### src/sv/atc_pkg.sv
`timescale 1ns / 1ps

package atc_pkg;

  // default token store depth
  localparam int unsigned TokenCapacityDef = 32;

  localparam int unsigned ChecksumW = 32;
  localparam int unsigned ByteW     = 8;
  localparam int unsigned PosW      = 5;
  localparam int unsigned LenW      = 6;
  localparam int unsigned CfgIdxW   = 2;
  localparam int unsigned CfgDataW  = 32;

  // collected bytes are stored with the flipped bit undone
  localparam logic [ByteW-1:0] FlipMask = 8'h01;

  typedef enum logic [CfgIdxW-1:0] {
    REG_BASELINE = 2'd0,
    REG_MIN_LEN  = 2'd1,
    REG_ENABLE   = 2'd2
  } cfg_reg_e;

  typedef struct packed {
    logic [ChecksumW-1:0] trace_checksum;
    logic [ByteW-1:0]     input_byte;
    logic                 first_flip;
    logic                 last_flip;
  } in_item_t;

  typedef struct packed {
    logic [ByteW-1:0] token_byte;
    logic [PosW-1:0]  byte_position;
    logic [LenW-1:0]  token_length;
    logic             last_byte;
  } out_item_t;

  typedef enum logic [7:0] {
    S_IDLE     = 8'b0000_0001,
    S_CMP_PREV = 8'b0000_0010,
    S_CMP_BASE = 8'b0000_0100,
    S_ACT      = 8'b0000_1000,
    S_CHK      = 8'b0001_0000,
    S_RD       = 8'b0010_0000,
    S_OUT      = 8'b0100_0000,
    S_POST     = 8'b1000_0000
  } state_e;

endpackage

### src/sv/atc_in_if.sv
`timescale 1ns / 1ps

interface atc_in_if import atc_pkg::*; ();
  logic     valid;
  logic     ready;
  in_item_t data;

  modport source (output valid, output data, input ready);
  modport sink (input valid, input data, output ready);
endinterface

### src/sv/atc_out_if.sv
`timescale 1ns / 1ps

interface atc_out_if import atc_pkg::*; ();
  logic      valid;
  logic      ready;
  out_item_t data;

  modport source (output valid, output data, input ready);
  modport sink (input valid, input data, output ready);
endinterface

### src/sv/auto_token_collector_top.sv
`timescale 1ns / 1ps

// token collector for single-bit-flip results
// in_i carries one flip result per item: trace checksum, input byte at the
// flipped position, first and last flip marks. out_i carries one token byte
// per item with its position, the token length and a last-byte mark.
// cfg_we_i / cfg_idx_i / cfg_data_i write the baseline checksum, the minimum
// token length and the collect enable; write them only while idle.
// a run of flips with the same checksum, differing from the baseline,
// collects its bytes; a change of checksum or the last flip emits the run
// if its length lies between the minimum and the capacity
// one item at a time passes through a small sequencer around a single
// 32-bit equality comparator; an accepted item passes the compare-previous,
// compare-baseline and act steps, then a check step when the run is checked
// for output (checksum changed or last flip on the same checksum), then a
// store read and the output register per emitted token byte, held while the
// receiver holds ready low, and a post step before ready returns
// with collection disabled an item is accepted and dropped in the idle state, so ready stays high
// the output register holds its byte steady while the receiver stalls
// reset clears the checksum and run length state and loads register
// defaults (baseline 0, minimum 3, enabled); the token store is not cleared,
// only bytes written during the current run are ever read
module auto_token_collector_top import atc_pkg::*; #(
  parameter int unsigned TokenCapacity = TokenCapacityDef
) (
  input  logic                clk_i,
  input  logic                rst_ni,
  atc_in_if.sink              in_i,
  atc_out_if.source           out_i,
  input  logic                cfg_we_i,
  input  logic [CfgIdxW-1:0]  cfg_idx_i,
  input  logic [CfgDataW-1:0] cfg_data_i
);

  // run length saturates at capacity plus one
  localparam int unsigned RunW  = $clog2(TokenCapacity + 2);
  localparam int unsigned AddrW = $clog2(TokenCapacity);
  localparam int unsigned CmpW  = (RunW > LenW) ? RunW : LenW;
  localparam logic [RunW-1:0] CapRun = RunW'(TokenCapacity);

  // configuration registers
  logic [ChecksumW-1:0] baseline_q;
  logic [LenW-1:0]      min_len_q;
  logic                 enable_q;

  // sequencer state
  state_e               state_q, state_d;
  logic [ChecksumW-1:0] prev_q;
  logic [RunW-1:0]      run_q, run_d;
  logic [RunW-1:0]      k_q;
  logic                 eq_prev_q, eq_base_q, clear_q;

  // latched item
  logic [ChecksumW-1:0] ck_q;
  logic [ByteW-1:0]     byte_q;
  logic                 first_q, last_q;

  // token store and its registered read
  logic [ByteW-1:0]     store_q [TokenCapacity];
  logic [ByteW-1:0]     rd_byte_q;
  logic                 mem_we;
  logic [RunW-1:0]      mem_ptr;

  logic                 in_acc, out_acc;
  logic [ChecksumW-1:0] cmp_b;
  logic                 cmp_eq;
  logic [RunW-1:0]      run_base;
  logic                 fit;

  assign in_acc  = in_i.valid & in_i.ready;
  assign out_acc = out_i.valid & out_i.ready;

  assign in_i.ready  = (state_q == S_IDLE);
  assign out_i.valid = (state_q == S_OUT);
  assign out_i.data.token_byte    = rd_byte_q;
  assign out_i.data.byte_position = PosW'(k_q);
  assign out_i.data.token_length  = LenW'(run_q);
  assign out_i.data.last_byte     = ((k_q + RunW'(1)) == run_q);

  // shared comparator: previous checksum first (baseline on a first flip),
  // then the baseline
  always_comb begin
    if (state_q == S_CMP_PREV) begin
      cmp_b = first_q ? baseline_q : prev_q;
    end else begin
      cmp_b = baseline_q;
    end
  end
  assign cmp_eq = (ck_q == cmp_b);

  // run restarts before the trailing collect when the checksum changed
  assign run_base = clear_q ? '0 : run_q;

  assign fit = (run_q != '0) && (CmpW'(run_q) >= CmpW'(min_len_q)) && (run_q <= CapRun);

  // store write and run length: reset on a first flip, collect in the act step or the trailing collect
  always_comb begin
    mem_we  = 1'b0;
    mem_ptr = run_q;
    run_d   = run_q;
    case (state_q)
      S_CMP_PREV: begin
        if (first_q) begin
          run_d = '0;
        end
      end
      S_ACT: begin
        if (last_q && eq_prev_q) begin
          mem_we = (run_q < CapRun);
          if (run_q <= CapRun) begin
            run_d = run_q + RunW'(1);
          end
        end
      end
      S_POST: begin
        mem_ptr = run_base;
        run_d   = run_base;
        if (!eq_base_q) begin
          mem_we = (run_base < CapRun);
          if (run_base <= CapRun) begin
            run_d = run_base + RunW'(1);
          end
        end
      end
      default: begin
        run_d = run_q;
      end
    endcase
  end

  always_comb begin
    state_d = state_q;
    case (state_q)
      S_IDLE:     if (in_acc && enable_q) state_d = S_CMP_PREV;
      S_CMP_PREV: state_d = S_CMP_BASE;
      S_CMP_BASE: state_d = S_ACT;
      S_ACT:      state_d = ((last_q && eq_prev_q) || !eq_prev_q) ? S_CHK : S_POST;
      S_CHK:      state_d = fit ? S_RD : S_POST;
      S_RD:       state_d = S_OUT;
      S_OUT: begin
        if (out_acc) begin
          state_d = out_i.data.last_byte ? S_POST : S_RD;
        end
      end
      S_POST:     state_d = S_IDLE;
      default:    state_d = S_IDLE;
    endcase
  end

  // configuration writes; unknown indexes are dropped
  always_ff @(posedge clk_i or negedge rst_ni) begin
    if (!rst_ni) begin
      baseline_q <= '0;
      min_len_q  <= LenW'(3);
      enable_q   <= 1'b1;
    end else if (cfg_we_i) begin
      case (cfg_idx_i)
        REG_BASELINE: baseline_q <= cfg_data_i;
        REG_MIN_LEN:  min_len_q  <= cfg_data_i[LenW-1:0];
        REG_ENABLE:   enable_q   <= cfg_data_i[0];
        default:      ;
      endcase
    end
  end

  always_ff @(posedge clk_i or negedge rst_ni) begin
    if (!rst_ni) begin
      state_q   <= S_IDLE;
      prev_q    <= '0;
      run_q     <= '0;
      k_q       <= '0;
      eq_prev_q <= 1'b0;
      eq_base_q <= 1'b0;
      clear_q   <= 1'b0;
    end else begin
      state_q <= state_d;
      run_q   <= run_d;
      case (state_q)
        S_CMP_PREV: begin
          eq_prev_q <= cmp_eq;
          if (first_q) begin
            prev_q <= baseline_q;
          end
        end
        S_CMP_BASE: eq_base_q <= cmp_eq;
        S_ACT:      clear_q <= !eq_prev_q;
        S_CHK:      k_q <= '0;
        S_OUT: begin
          if (out_acc) begin
            k_q <= k_q + RunW'(1);
          end
        end
        S_POST: begin
          if (clear_q) begin
            prev_q <= ck_q;
          end
        end
        default: ;
      endcase
    end
  end

  // item payload latch
  always_ff @(posedge clk_i) begin
    if (in_acc) begin
      ck_q    <= in_i.data.trace_checksum;
      byte_q  <= in_i.data.input_byte;
      first_q <= in_i.data.first_flip;
      last_q  <= in_i.data.last_flip;
    end
  end

  // token store: one write port, one registered read port
  always_ff @(posedge clk_i) begin
    if (mem_we) begin
      store_q[mem_ptr[AddrW-1:0]] <= byte_q ^ FlipMask;
    end
    if (state_q == S_RD) begin
      rd_byte_q <= store_q[k_q[AddrW-1:0]];
    end
  end

endmodule

### src/flat_wrapper.sv
// flat-port wrapper written by rule: the top's interface ports become plain ports
module auto_token_collector_top_flat import atc_pkg::*;
#(
  parameter int unsigned TokenCapacity = TokenCapacityDef
)
  (clk_i, rst_ni, cfg_we_i, cfg_idx_i, cfg_data_i, in_i_valid, in_i_data, in_i_ready, out_i_valid, out_i_data, out_i_ready);
  atc_in_if in_i_i ();
  atc_out_if out_i_i ();
  input  logic clk_i;
  input  logic rst_ni;
  input  logic cfg_we_i;
  input  logic [CfgIdxW-1:0] cfg_idx_i;
  input  logic [CfgDataW-1:0] cfg_data_i;
  input wire logic [$bits(in_i_i.valid)-1:0] in_i_valid;
  input wire logic [$bits(in_i_i.data)-1:0] in_i_data;
  output wire logic [$bits(in_i_i.ready)-1:0] in_i_ready;
  output wire logic [$bits(out_i_i.valid)-1:0] out_i_valid;
  output wire logic [$bits(out_i_i.data)-1:0] out_i_data;
  input wire logic [$bits(out_i_i.ready)-1:0] out_i_ready;
  assign in_i_i.valid = in_i_valid;
  assign in_i_i.data = in_i_data;
  assign in_i_ready = in_i_i.ready;
  assign out_i_valid = out_i_i.valid;
  assign out_i_data = out_i_i.data;
  assign out_i_i.ready = out_i_ready;
  auto_token_collector_top #(.TokenCapacity(TokenCapacity)) u_core (.clk_i(clk_i), .rst_ni(rst_ni), .in_i(in_i_i), .out_i(out_i_i), .cfg_we_i(cfg_we_i), .cfg_idx_i(cfg_idx_i), .cfg_data_i(cfg_data_i));
endmodule
### config.mk
export PLATFORM = sky130hd
export DESIGN_NAME = auto_token_collector_top_flat
export DESIGN_NICKNAME = d
export VERILOG_FILES = /design/src/sv/atc_pkg.sv /design/src/sv/atc_in_if.sv /design/src/sv/atc_out_if.sv /design/src/sv/auto_token_collector_top.sv /design/src/flat_wrapper.sv
export SDC_FILE = /design/constraint.sdc
export NUM_CORES = 1
export LEC_CHECK = 0
export BUFFER_PORTS_ARGS = -buffer_cell sky130_fd_sc_hd__buf_2
export CAP_MARGIN = 0
export CORE_UTILIZATION = 40
export CTS_BUF_LIST = sky130_fd_sc_hd__clkbuf_16
export DETAILED_ROUTE_END_ITERATION = 8
export PLACE_DENSITY = 0.56
export SLEW_MARGIN = 40
export SYNTH_ARGS = -nofsm -noshare
export SYNTH_HDL_FRONTEND = slang
export SYNTH_SLANG_ARGS = --single-unit
### constraint.sdc
create_clock -name clk_i -period 2.5 [get_ports clk_i]
set_input_delay 0.5 -clock clk_i [delete_from_list [all_inputs] [get_ports clk_i]]
set_output_delay 0.5 -clock clk_i [all_outputs]
set_load 0.05 [all_outputs]
==> results.md, run 1 <==
Floorplan:
- The core box area is 41200 um2.
- The initial utilization of the core area, before any placement, comes to 41.0%.
- The count of boundary I/O pins is 103.
- The chip width is 208 um.
- The area of the die is 43100 um2.
- After floorplanning, the core was divided into 74 placement rows.
- In this run the vertical extent of the chip is 208 um.

Finish:
- The proportion of layout cells with a drive suffix above 1 is 28.6%.
- In the final design database the tool counted 1437 nets.
- The number of antenna repair diodes is 0.
- Leaving out fill and tap cells, the most frequent cell in the layout is sky130_fd_sc_hd__edfxtp_1.
- For this run, the share of the core covered by cells in the final layout is 49.9%.
- The signed area change from the synthesized netlist to the final layout is 21.7%.
- In the layout the commonest cells are sky130_fd_sc_hd__edfxtp_1 (306), sky130_fd_sc_hd__buf_4 (98), sky130_fd_sc_hd__buf_2 (97), sky130_fd_sc_hd__dfrtp_1 (85), sky130_fd_sc_hd__nor2_1 (83).
- For this run, the number of standard cells in the final layout without fillers is 1912.

Placed design:
- Before CTS, the worst setup slack after placement is -106 ps.
- The count of input and output buffers is 102.
- The detailed-placement wirelength estimate is 27600 um.
- Counting tap cells, the placed design contains a total of 1814 instances.
- The weighted congestion reported at the end of routability-driven placement is 0.879.

Detailed routing:
- The DRC violation count after routing is 0.
- The pre-antenna-repair detailed-routing pass consisted of 5 iterations.
- In this run, the number of DRC markers left after iteration 0 of detailed routing was 628.
- The routed length per placed instance is 21.6 um.
- The number of antenna-violating nets in the routed design is 0.
- The detail-routed via count per cell is 5.44.
- The number of vias after detailed routing is 10400.
- The total wire length is 41400 um.

Power:
- In this run the static leakage power is 7.34 nW.
- The power density over the cells is 853 nW/um2.
- The worst IR drop on VDD is 630 uV.

Global route:
- The global routing stage identified its most utilized layer as met2.
- The met2 track utilization from global routing is 32.0%.
- The via count of the first global-routing pass is 10500.
- The total overflow left after global routing is 0.
- The initial antenna violation count is 0.
- The first global-routing pass estimated 62600 um of wire.
- The overall track demand over capacity in global routing is 19.1%.
- The maximum number of pins on one net before global-route repair is 49.
- The met3 layer usage reported by global route is 2.60%.
- For met1 alone, demand over resource in global routing was 25.4%.

Synthesis:
- When the netlist entered floorplanning its net count stood at 1229.
- The most used flip-flop cell after synthesis is sky130_fd_sc_hd__edfxtp_1.
- The synthesized design contains 306 enable-type register cells.
- The largest area contributor in the netlist is sky130_fd_sc_hd__edfxtp_1.
- Synthesis instantiated 64 different standard cells from the library.
- The post-synthesis instance area is 16900 um2.
- By area the synthesized netlist is led by sky130_fd_sc_hd__edfxtp_1 (54%), sky130_fd_sc_hd__dfrtp_1 (13%), sky130_fd_sc_hd__mux2i_1 (4.3%).
- The fraction of synthesis flops using an asynchronous set or reset pin is 23.5%.
- Of the post-synthesis cell area, the dominant cell type holds 54.4%.
- The number of warnings issued by yosys is 0.
- Sequential cells were found to cover 68.3% of the synthesized design area.
- A synthesized cell averages 14.9 um2.
- Counting every instance in the synthesized netlist gives 1137.
- Synthesis inferred 400 register bits.

Min path:
- The class of the most critical hold timing path is input pin to register.
- The worst hold path terminates at u_core.ck_q[27]$_DFFE_PP_.
- Counting instances, the worst hold path has a depth of 1.
- The beginning of the worst hold path is in_i_data[37].

Status:
- The checks that failed: setup timing.
- The run finished, with violations left.

STA:
- Setup violations remaining at the end of the flow were counted as 3.
- Setup repair after global routing could not meet its margin everywhere.
- The final worst setup slack is -275 ps.
- The tightest slew margin relative to the limit is 64.1%.
- The actual transition at the worst max-transition pin is 539 ps.
- The share of the clock period used by the worst path after layout is 111%.
- The worst-case clock skew is 20.1 ps.
- The maximum clock frequency is 0.360 GHz.
- The number of max-slew violations in the final report is 0.
- The final hold violation count is 0.
- The post-route minimum period is 2780 ps.

Worst setup path:
- The number of buffers and inverters on the critical path is 3.
- The type of destination of the critical path is an output port.
- Along the worst path, the maximum fanout reaches 2.
- The most numerous cell type found on the critical path is sky130_fd_sc_hd__or4_4.
- The required time of the critical path is 2000 ps.
- The worst reg2reg path endpoint is u_core.eq_prev_q$_DFFE_PN0N_.
- The worst register-to-register path has a depth of 7.
- The startpoint identified for the worst register-to-register timing path is u_core.state_q[3]$_DFFE_PN0P_.
- Data arrives at the worst endpoint at 2280 ps.
- The largest individual stage delay along the critical path comes from the cell sky130_fd_sc_hd__or4_4.
- For this run, the slowest stage of the critical path takes 520 ps.
- The worst setup path is of the register to output port kind.
- Grouping stages by cell kind, the critical path spends the most delay in simple AND/OR/NAND/NOR gates.
- STA classifies the critical path startpoint as a register.
- The register-to-register setup slack is 10 ps.
- Walking the worst path, the cells encountered are buf_6, or4_4, or4_4, clkinv_4, buf_8.

Run:
- The tool flagged a number of max-cap violations equal to 0.

Clock network:
- The clock drives 400 sinks.
- In this run the deepest clock path goes through 3 buffers.
- Buffers inserted during clock tree synthesis total 43.
- The source-to-sink clock delay at the later pin of the worst-skew pair is 570 ps.
- Clock-pin slew was measured on the worst setup and hold paths at 60 ps.
- Clock tree synthesis selected as its root buffer the cell sky130_fd_sc_hd__clkbuf_16.
- The TritonCTS clock tree is done.
- The deepest level of the CTS H-tree is 2.
[metal layers]
metal,wire length [um],share of wire [%]
met5,0,0
met4,1140,2.8
met3,1600,3.9
met2,20400,49
met1,18300,44
[worst register-to-register path, stage by stage, from the launching register on]
cell and delay, ps:
sky130_fd_sc_hd__dfrtp_1 380, sky130_fd_sc_hd__or4b_1 550, sky130_fd_sc_hd__or3_4 450, sky130_fd_sc_hd__buf_4 170, sky130_fd_sc_hd__mux2i_1 110, sky130_fd_sc_hd__o2bb2ai_1 130, sky130_fd_sc_hd__or4_4 430, sky130_fd_sc_hd__o31ai_2 180
[cells by family after synthesis]
logic type,synth area share [%]
buffers and inverters,2.23
adders and majority gates,0.815
muxes,11.1
xor gates and xnor gates,2.64
DFF,68.3
AOI/OAI and AO/OA,8.14
and+or+nand+nor,6.70
[stage by stage]
step	total power, mW	area (um2)	hold slack (ps)	TNS, ps
global placement	11.2	18700	446	-115
detailed placement	11.3	18800	449	-207
CTS	17.7	20400	76.5	-489
floorplan	10.2	16900	204	-1690
global route	18.3	20600	84.4	-697
finish	17.5	20600	108	-388
[cell usage after synthesis, drive strengths merged (2+ instances only)]
cell type  count
nor3          10
ha            11
o31ai          7
or2            3
nand4b         4
buf           20
o221ai        42
or4b           2
nand3b         4
inv           32
xor2          18
nor3b          2
mux2          38
dfstp          4
mux2i         73
nand4bb        2
nor2b         10
or3            2
o22a           4
xnor2         33
a222oi         2
nand2b        11
o2111ai        3
clkbuf        40
nand3         15
dfrtp         90
nand4          9
a21oi         52
o21a           4
a221oi         2
edfxtp       306
o21ai         26
and3           3
nor2          85
nand2         54
and2           2
a2111oi        2
or4            5
o22ai         48
nor4           7
mux4          32
[power by group]
group	internal, mW	leakage, nW	switching, mW
Sequential	8.04	3.91	0.530
Clock	3.61	0.726	2.59
Combinational	1.18	2.70	1.58
Total	12.8	7.34	4.71
[flip-flops by register name (all words and copies together) (netlist names)]
signal,count
u_core.clear_q,1
u_core.last_q,1
u_core.rd_byte_q,8
u_core.ck_q,32
u_core.run_q,6
u_core.first_q,1
u_core.eq_base_q,1
u_core.enable_q,1
u_core.byte_q,8
u_core.eq_prev_q,1
u_core.store_q,256
u_core.baseline_q,32
u_core.prev_q,32
u_core.min_len_q,6
u_core.state_q,8
u_core.k_q,6
[worst max-delay path by stage]
stage,start,to,slack (ps),cells past startpoint
2_1_floorplan,u_core.state_q[2]$_DFFE_PN0P_,u_core.eq_base_q$_DFFE_PN0P_,-40,7
3_3_place_gp,u_core.state_q[2]$_DFFE_PN0P_,u_core.eq_base_q$_DFFE_PN0P_,-60,7
3_5_place_dp,u_core.state_q[2]$_DFFE_PN0P_,u_core.eq_base_q$_DFFE_PN0P_,-110,6
4_1_cts,u_core.state_q[3]$_DFFE_PN0P_,out_i_valid,-300,5
5_1_grt,u_core.state_q[3]$_DFFE_PN0P_,out_i_valid,-320,5
6_report,u_core.state_q[3]$_DFFE_PN0P_,out_i_valid,-280,5
[cell type report]
cell class                      count  area, um2
Inverter                           33        129
Sequential cell                   400      11600
Tap cell                          532        666
Multi-Input combinational cell    644       5160
Clock buffer                       44       1100
Timing Repair Buffer              223       1660
Clock inverter                     36        278
Fill cell                        3474      20600
[what timing repair did]
item                                    in CTS  in global routing
endpoints found under the setup margin       6                312
endpoints found under the hold margin       22                  0
hold buffers                                 1                  0
gates resized for setup                     27                 27
cloned                                       0                  2
pin swaps                                    7                  8
setup buffers                               15                  2
Power figures use the tool's default switching activity.
==> run 2: changes to the inputs <==
Settings changed: CAP_MARGIN 0 to default, CELL_PAD_IN_SITES_DETAIL_PLACEMENT from default to 0, CELL_PAD_IN_SITES_GLOBAL_PLACEMENT from default to 2, HOLD_SLACK_MARGIN from default to 0.03, PLACE_DENSITY 0.56 to 0.74.
==> results.md, run 2 (synthesis gave the netlist of run 1 again) <==
Status:
- The run finished, with violations left.
- The checks that failed: setup timing.

Global route:
- The wire length of the first global-routing pass is 63400 um (+1.3%).
- The maximum number of pins on one net before global-route repair was 55 (+12%).
- The global route total overflow is 0 (unchanged).
- The via count of the first global-routing pass is 10400 (-1.4%).
- The overall track demand over capacity in global routing came to 19.5% (+0.36 points).
- The initial antenna violation count is 0 (unchanged).

Worst setup path:
- The critical path launch point type is a register.
- The register-to-register setup slack came to -10 ps (-20 ps).
- The type of destination of the critical path is an output port.
- The required time of the critical path is 2000 ps (about the same).
- On the critical path the largest part of the delay comes from simple AND/OR/NAND/NOR gates.
- The count of cell instances traversed by the critical path is 5 (unchanged).
- The signal arrival time at the worst endpoint was 2240 ps (-40 ps).
- The critical path ends at out_i_valid.
- The delay of the slowest cell on the worst path is 490 ps (-30 ps).
- In this design, the critical path's most frequently occurring cell is sky130_fd_sc_hd__or4_4.
- The cell count of the worst reg-to-reg path is 6 (-1).
- The source of the worst register-to-register timing path is u_core.state_q[2]$_DFFE_PN0P_.
- The critical path starts at u_core.state_q[3]$_DFFE_PN0P_.
- The cell with the largest stage delay on the worst path is sky130_fd_sc_hd__or4_4.
- The number of buffers and inverters on the critical path is 3 (unchanged).
- The worst reg2reg path endpoint is u_core.eq_prev_q$_DFFE_PN0N_.
- The critical path goes through buf_6, or4_4, or4_4, clkinv_4, buf_8.
- The type of the setup path with the least slack is register to output port.
- The maximum fanout count along the critical path is 3 (+1).

Detailed routing:
- The detail-routed via count per cell is 5.41 (-0.64%).
- The number of vias after detailed routing was 10300 (-0.85%).
- The DRC violation count after routing is 0 (unchanged).
- The first-pass iteration count of the detailed router was 5 (unchanged).
- The violation count after the first detailed-route iteration is 560 (-11%).
- The number of antenna-violating nets in the routed design is 0 (unchanged).
- The total wire length is 41700 um (+0.69%).
- The routed length per placed instance is 21.8 um (+0.90%).

Placed design:
- The count of input and output buffers came to 102 (unchanged).
- The detailed-placement wirelength estimate is 28000 um (+1.5%).
- The worst setup slack before clock tree synthesis was -107 ps (-0.912 ps).
- The number of placed cells counting well taps is 1822 (+0.44%).
- The weighted congestion reported at the end of routability-driven placement is 0.820 (-6.7%).

STA:
- The share of the clock period used by the worst path after layout is 110% (-1.4 points).
- The number of max-slew violations in the final report is 0 (unchanged).
- The tightest slew margin relative to the limit is 53.3% (-11 points).
- The count of final setup violators is 5 (+2).
- Setup repair after global routing could not meet its margin everywhere.
- The final worst setup slack is -241 ps (+34.2 ps).
- The maximum clock frequency came to 0.365 GHz (+1.2%).
- The worst-case clock skew is 15.1 ps (-5.04 ps).
- The final hold violation count was 0 (unchanged).
- The post-route minimum period came to 2740 ps (-34.2 ps).
- The final-layout worst hold slack is 114 ps (+6.42 ps).
- The actual transition at the worst max-transition pin is 696 ps (+157 ps).

Finish:
- From synthesis to final layout, the design area changed by 20.8%.
- The count of filler cells inserted in the layout is 3525 (+1.5%).
- The proportion of layout cells with a drive suffix above 1 is 27.7% (-0.93 points).
- The library cell used most frequently in the layout, excluding fill and tap cells, is sky130_fd_sc_hd__edfxtp_1.
- The net count reported at finish came to 1434 (-0.21%).
- The flip-flop count of the largest register after layout came to 256 (unchanged).
- The number of standard cells in the layout, taps in and fillers out is 1908 (-0.21%).
- In the layout the commonest cells are sky130_fd_sc_hd__edfxtp_1 (306), sky130_fd_sc_hd__buf_4 (103), sky130_fd_sc_hd__buf_2 (98), sky130_fd_sc_hd__dfrtp_1 (86), sky130_fd_sc_hd__nor2_1 (85).
- The number of antenna repair diodes is 0 (unchanged).

Run:
- The number of max-cap violations came to 0 (unchanged).

Power:
- The leakage power figure is 7.27 nW (-0.89%).
- The switching component of the power is 4.70 mW (-0.14%).
- The power density over the cells is 857 nW/um2 (+0.45%).
- The switching share of total power is 26.9% (+0.039 points).
- The sum of internal, switching and leakage power came to 17.5 mW (-0.28%).
- The cell-internal power is 12.8 mW (-0.34%).
- The power share of the clock group was 35.5% (about the same).
- The fraction of power consumed by combinational cells is 15.5% (-0.3 points).
- The worst IR drop on VDD came to 598 uV (-5.0%).
- The sequential group share of total power is 49.0% (+0.2 points).

Clock network:
- The number of sinks handled by clock tree synthesis is 400 (unchanged).
- The root buffer cell chosen for the clock tree is sky130_fd_sc_hd__clkbuf_16.
- The clock slew seen by the registers of the worst setup and hold paths is 60 ps (about the same).
- TritonCTS built the clock tree.
- The source-to-sink clock delay at the later pin of the worst-skew pair is 560 ps (about the same).
- The deepest level of the CTS H-tree is 2 (unchanged).
- The number of buffers on the longest clock path is 3 (unchanged).
- The number of CTS-inserted buffers came to 43 (unchanged).

Floorplan:
- The count of boundary I/O pins came to 103 (unchanged).
- The chip width is 208 um (unchanged).
- The area of the die is 43100 um2 (unchanged).
- The y dimension of the die came to 208 um (unchanged).
- The effective utilization at floorplan came to 41.0% (unchanged).
- The core box area is 41200 um2 (unchanged).
- The number of standard-cell rows in the floorplan was 74 (unchanged).

Min path:
- In this run the worst hold path is classified as input pin to register.
- The cell count of the worst hold path is 1 (unchanged).
-- run 2: cell types whose count changed in the layout (fill, tap and decap cells not counted), sizes merged --
cell	before	now
clkbuf	46	44
inv	49	43
buf	220	218
bufbuf	0	1
clkinv	15	20
-- run 2: worst register-to-register path, delay by kind of cell (launching register included) --
kind,cells,cell delay (ps)
simple gates,3,1540
flops,1,380
compound gates,1,190
mux,1,180
xor+xnor,1,130
-- run 2: through the flow --
stage	utilization, %	setup TNS [ps]	area (um2)
3_5_place_dp	45.7	-202	18800
5_1_grt	49.5	-791	20400
4_1_cts	49.4	-586	20400
6_report	49.5	-430	20400
2_1_floorplan	-	-1690	16900
3_3_place_gp	45.6	-116	18800
-- run 2: layout make-up --
type	instances	area (um2)	share of cell area [%]
clock inverters	35	282	1.38
well taps	532	666	3.26
multi-input cells	644	5090	24.9
clock buffers	44	1100	5.40
inverters	33	129	0.632
flip-flops and latches	400	11600	56.6
repair buffers	220	1590	7.78
-- run 2: layer usage --
metal	wire [um]	global-route usage, %	vias to the layer above	share of wire, %
li1	-	-	4813	-
met1	18300	26.4	5187	44
met2	20800	33.0	267	50
met3	1820	2.60	51	4.4
met4	764	5.28	0	1.8
met5	0	0	-	0
-- run 2: power groups by stage --
stage | clock [mW] | combinational [mW] | sequential [mW]
floorplan | 0 | 1.54 | 8.69
global placement | 0 | 2.59 | 8.71
detailed placement | 0 | 2.66 | 8.69
CTS | 6.35 | 2.76 | 8.56
global route | 6.58 | 3.01 | 8.63
finish | 6.21 | 2.72 | 8.56
-- run 2: worst min-delay path by stage --
| stage | endpoint | startpoint | slack, ps |
|---|---|---|---|
| after floorplan | u_core.baseline_q[0]$_DFFE_PN0P_ | rst_ni | 200 |
| after global placement | u_core.baseline_q[13]$_DFFE_PN0P_ | rst_ni | 390 |
| after detailed placement | u_core.baseline_q[13]$_DFFE_PN0P_ | rst_ni | 390 |
| after CTS | u_core.last_q$_DFFE_PP_ | in_i_data[0] | 90 |
| after global routing | u_core.byte_q[7]$_DFFE_PP_ | in_i_data[9] | 90 |
| final | u_core.ck_q[28]$_DFFE_PP_ | in_i_data[38] | 110 |
-- run 2: what timing repair did --
| item | CTS | global route |
|---|---|---|
| gates cloned | 1 | 0 |
| endpoints found under the setup margin | 5 | 303 |
| pin swaps | 4 | 3 |
| setup buffers | 6 | 0 |
| hold endpoints to repair | 14 | 0 |
| resized for setup | 19 | 11 |
| hold buffers | 1 | 0 |
==> run 3: changes to the inputs <==
Settings changed: SETUP_SLACK_MARGIN from default to 0.15.
==> results.md, run 3 (synthesis gave the netlist of run 1 again) <==
Power:
- The switching component of the power is 4.75 mW (+1.1%).
- The worst IR drop on VDD is 951 uV (+59%).
- The cell-internal power is 13.3 mW (+4.0%).
- The power density over the cells is 868 nW/um2 (+1.2%).
- The sequential group share of total power is 47.5% (-1.5 points).
- The fraction of power consumed by combinational cells was 14.9% (-0.6 points).
- The sum of internal, switching and leakage power came to 18.1 mW (+3.2%).
- The leakage power figure came to 7.42 nW (+2.0%).
- The power share of the clock group is 37.6% (+2.1 points).
- The switching share of total power came to 26.3% (-0.55 points).

Global route:
- The wire length of the first global-routing pass is 64300 um (+1.5%).
- The overall track demand over capacity in global routing came to 19.8% (+0.27 points).
- The maximum number of pins on one net before global-route repair was 39 (-29%).
- The met2 track utilization from global routing is 34.1% (+1.1 points).
- The via count of the first global-routing pass is 10500 (+1.7%).
- The initial antenna violation count is 0 (unchanged).
- The global route total overflow is 0 (unchanged).
- The fraction of met1 tracks used by global routing was 25.7% (-0.61 points).
- The global routing stage identified its most utilized layer as met2.
- The met3 layer usage reported by global route is 2.84% (+0.24 points).

Worst setup path:
- The critical path launch point type is a register.
- The required time of the critical path is 2000 ps (about the same).
- STA classifies the critical path endpoint as an output port.
- The register-to-register setup slack is -250 ps (-240 ps).
- The maximum fanout count along the critical path is 4 (+1).
- The signal arrival time at the worst endpoint is 2260 ps (+20 ps).
- The critical path is of the register to output port type.

Detailed routing:
- The number of antenna-violating nets in the routed design is 0 (unchanged).
- The detail-routed via count per cell is 5.40 (-0.12%).
- The DRC violation count after routing came to 0 (unchanged).
- The routed length per placed instance is 22.0 um (+0.55%).
- The number of vias after detailed routing was 10300 (+0.30%).
- The total wire length is 42100 um (+0.97%).
- The violation count after the first detailed-route iteration came to 587 (+4.8%).
- The first-pass iteration count of the detailed router is 5 (unchanged).

Clock network:
- The clock slew seen by the registers of the worst setup and hold paths is 60 ps (about the same).
- The deepest level of the CTS H-tree is 2 (unchanged).
- The root buffer selected by CTS is sky130_fd_sc_hd__clkbuf_16.
- The number of sinks handled by clock tree synthesis is 400 (unchanged).
- The source-to-sink clock delay at the later pin of the worst-skew pair is 590 ps (+30 ps).
- The number of buffers on the longest clock path is 3 (unchanged).
- The number of CTS-inserted buffers was 44 (+2.3%).
- TritonCTS built the clock tree.

STA:
- The number of max-slew violations in the final report is 0 (unchanged).
- Setup repair after global routing could not meet its margin everywhere.
- The worst-case clock skew is 32.7 ps (+17.6 ps).
- The final-layout worst hold slack is 100 ps (-13.9 ps).
- The tightest slew margin relative to the limit is 67.0% (+14 points).
- The final-layout setup total negative slack is -872 ps (-441 ps).
- The maximum clock frequency is 0.363 GHz (-0.59%).
- The actual transition at the worst max-transition pin is 494 ps (-202 ps).
- The share of the clock period used by the worst path after layout is 110% (+0.65 points).
- The final hold violation count is 0 (unchanged).
- The final worst setup slack was -257 ps (-16.2 ps).
- The post-route minimum period is 2760 ps (+16.2 ps).
- The count of final setup violators is 5 (unchanged).

Floorplan:
- The y dimension of the die came to 208 um (unchanged).
- The core box area came to 41200 um2 (unchanged).
- The effective utilization at floorplan is 41.0% (unchanged).
- The chip width came to 208 um (unchanged).
- The number of standard-cell rows in the floorplan is 74 (unchanged).
- The count of boundary I/O pins is 103 (unchanged).
- The area of the die was 43100 um2 (unchanged).

Status:
- The run finished, with violations left.
- The checks that failed: setup timing.

Placed design:
- The worst setup slack before clock tree synthesis is -84.3 ps (+22.5 ps).
- The detailed-placement wirelength estimate is 28400 um (+1.5%).
- The number of placed cells counting well taps is 1822 (unchanged).
- The count of input and output buffers is 102 (unchanged).
- The weighted congestion reported at the end of routability-driven placement is 0.787 (-4.0%).
- The area after detailed placement is 19000 um2 (+0.79%).

Finish:
- The count of filler cells inserted in the layout was 3461 (-1.8%).
- The proportion of layout cells with a drive suffix above 1 came to 29.6% (+1.9 points).
- The number of antenna repair diodes is 0 (unchanged).
- The area of combinational cells with multiple inputs is 5170 um2 (+1.7%).
- The net count reported at finish is 1440 (+0.42%).
- The final cell area excluding filler cells is 20800 um2 (+2.0%).
- The signed area change from the synthesized netlist to the final layout is 23.2%.
- The flip-flop count of the largest register after layout is 256 (unchanged).
- The library cells used most frequently in the layout, excluding fill and tap cells, are sky130_fd_sc_hd__edfxtp_1 (306), sky130_fd_sc_hd__buf_2 (97), sky130_fd_sc_hd__buf_4 (93), sky130_fd_sc_hd__dfrtp_1 (87), sky130_fd_sc_hd__nor2_1 (78).
- The area taken by flip-flops and latches is 11600 um2 (about the same).
- The fraction of the core area covered by cells at the end of the flow is 50.5% (+0.97 points).
- The leading cell type in the layout, fill and taps excluded is sky130_fd_sc_hd__edfxtp_1.
- The number of standard cells in the layout, taps in and fillers out was 1916 (+0.42%).

Run:
- The number of max-cap violations is 0 (unchanged).

Min path:
- The worst hold path belongs to the class input pin to register.
[run 3: cell count changes in the layout (fill, tap and decap cells not counted), moves of 7 or more]
cell	previous run	this run
sky130_fd_sc_hd__o21ai_0	25	14
sky130_fd_sc_hd__o21ai_1	1	12
sky130_fd_sc_hd__buf_4	103	93
sky130_fd_sc_hd__buf_12	8	17
sky130_fd_sc_hd__buf_6	7	14
sky130_fd_sc_hd__nor2_1	85	78
sky130_fd_sc_hd__nor2_2	0	7
[run 3: path summary, 6_finish.rpt]
| check | from | to | cells after the start |
|---|---|---|---|
| worst min-delay path | in_i_data[41] | u_core.ck_q[31]$_DFFE_PP_ | 1 |
| min in group asynchronous | rst_ni | u_core.baseline_q[23]$_DFFE_PN0P_ | 2 |
| worst max-delay path | u_core.state_q[0]$_DFFE_PN1P_ | out_i_valid | 5 |
| worst min register to register | u_core.min_len_q[2]$_DFFE_PN0P_ | u_core.min_len_q[2]$_DFFE_PN0P_ | 1 |
| worst max register to register | u_core.state_q[3]$_DFFE_PN0P_ | u_core.eq_base_q$_DFFE_PN0P_ | 8 |
| max in group asynchronous | rst_ni | u_core.min_len_q[1]$_DFFE_PN1P_ | 3 |
[run 3: final cells by class]
| cell class | instances | share of cell area [%] |
|---|---|---|
| clock buffers | 45 | 5.41 |
| clock inverters | 37 | 1.98 |
| inverters | 33 | 0.619 |
| multi-input cells | 644 | 24.9 |
| flip-flops and latches | 400 | 55.5 |
| well taps | 532 | 3.20 |
| repair buffers | 225 | 8.41 |
[run 3: layer usage]
| layer | share of wire [%] | wire (um) | vias to the layer above |
|---|---|---|---|
| met4 | 2.0 | 825 | 0 |
| met3 | 4.2 | 1770 | 52 |
| met1 | 43 | 18200 | 5221 |
| li1 | - | - | 4829 |
| met2 | 51 | 21300 | 247 |
| met5 | 0 | 0 | - |
[run 3: worst max-delay path, cell delays in order, from the launching register on]
cell and delay (ps):
sky130_fd_sc_hd__dfstp_2 370, sky130_fd_sc_hd__buf_6 110, sky130_fd_sc_hd__or4_4 520, sky130_fd_sc_hd__or4_4 480, sky130_fd_sc_hd__clkinv_4 80, sky130_fd_sc_hd__buf_8 130
[run 3: what timing repair did]
item                                   in CTS  in global routing
resized for setup                          23                 33
buffers inserted                            3                  8
endpoints found under the hold margin      32                  0
pin swaps                                   5                 12
hold buffers                                1                  0
setup endpoints to repair                 262                302
[run 3: power by group through the flow]
stage	Sequential, mW	Combinational (mW)	Clock [mW]
floorplan	8.69	1.54	0
finish	8.58	2.69	6.78
CTS	8.58	2.70	6.94
global placement	8.82	2.40	0
detailed placement	8.71	2.63	0
global route	8.65	2.98	7.18
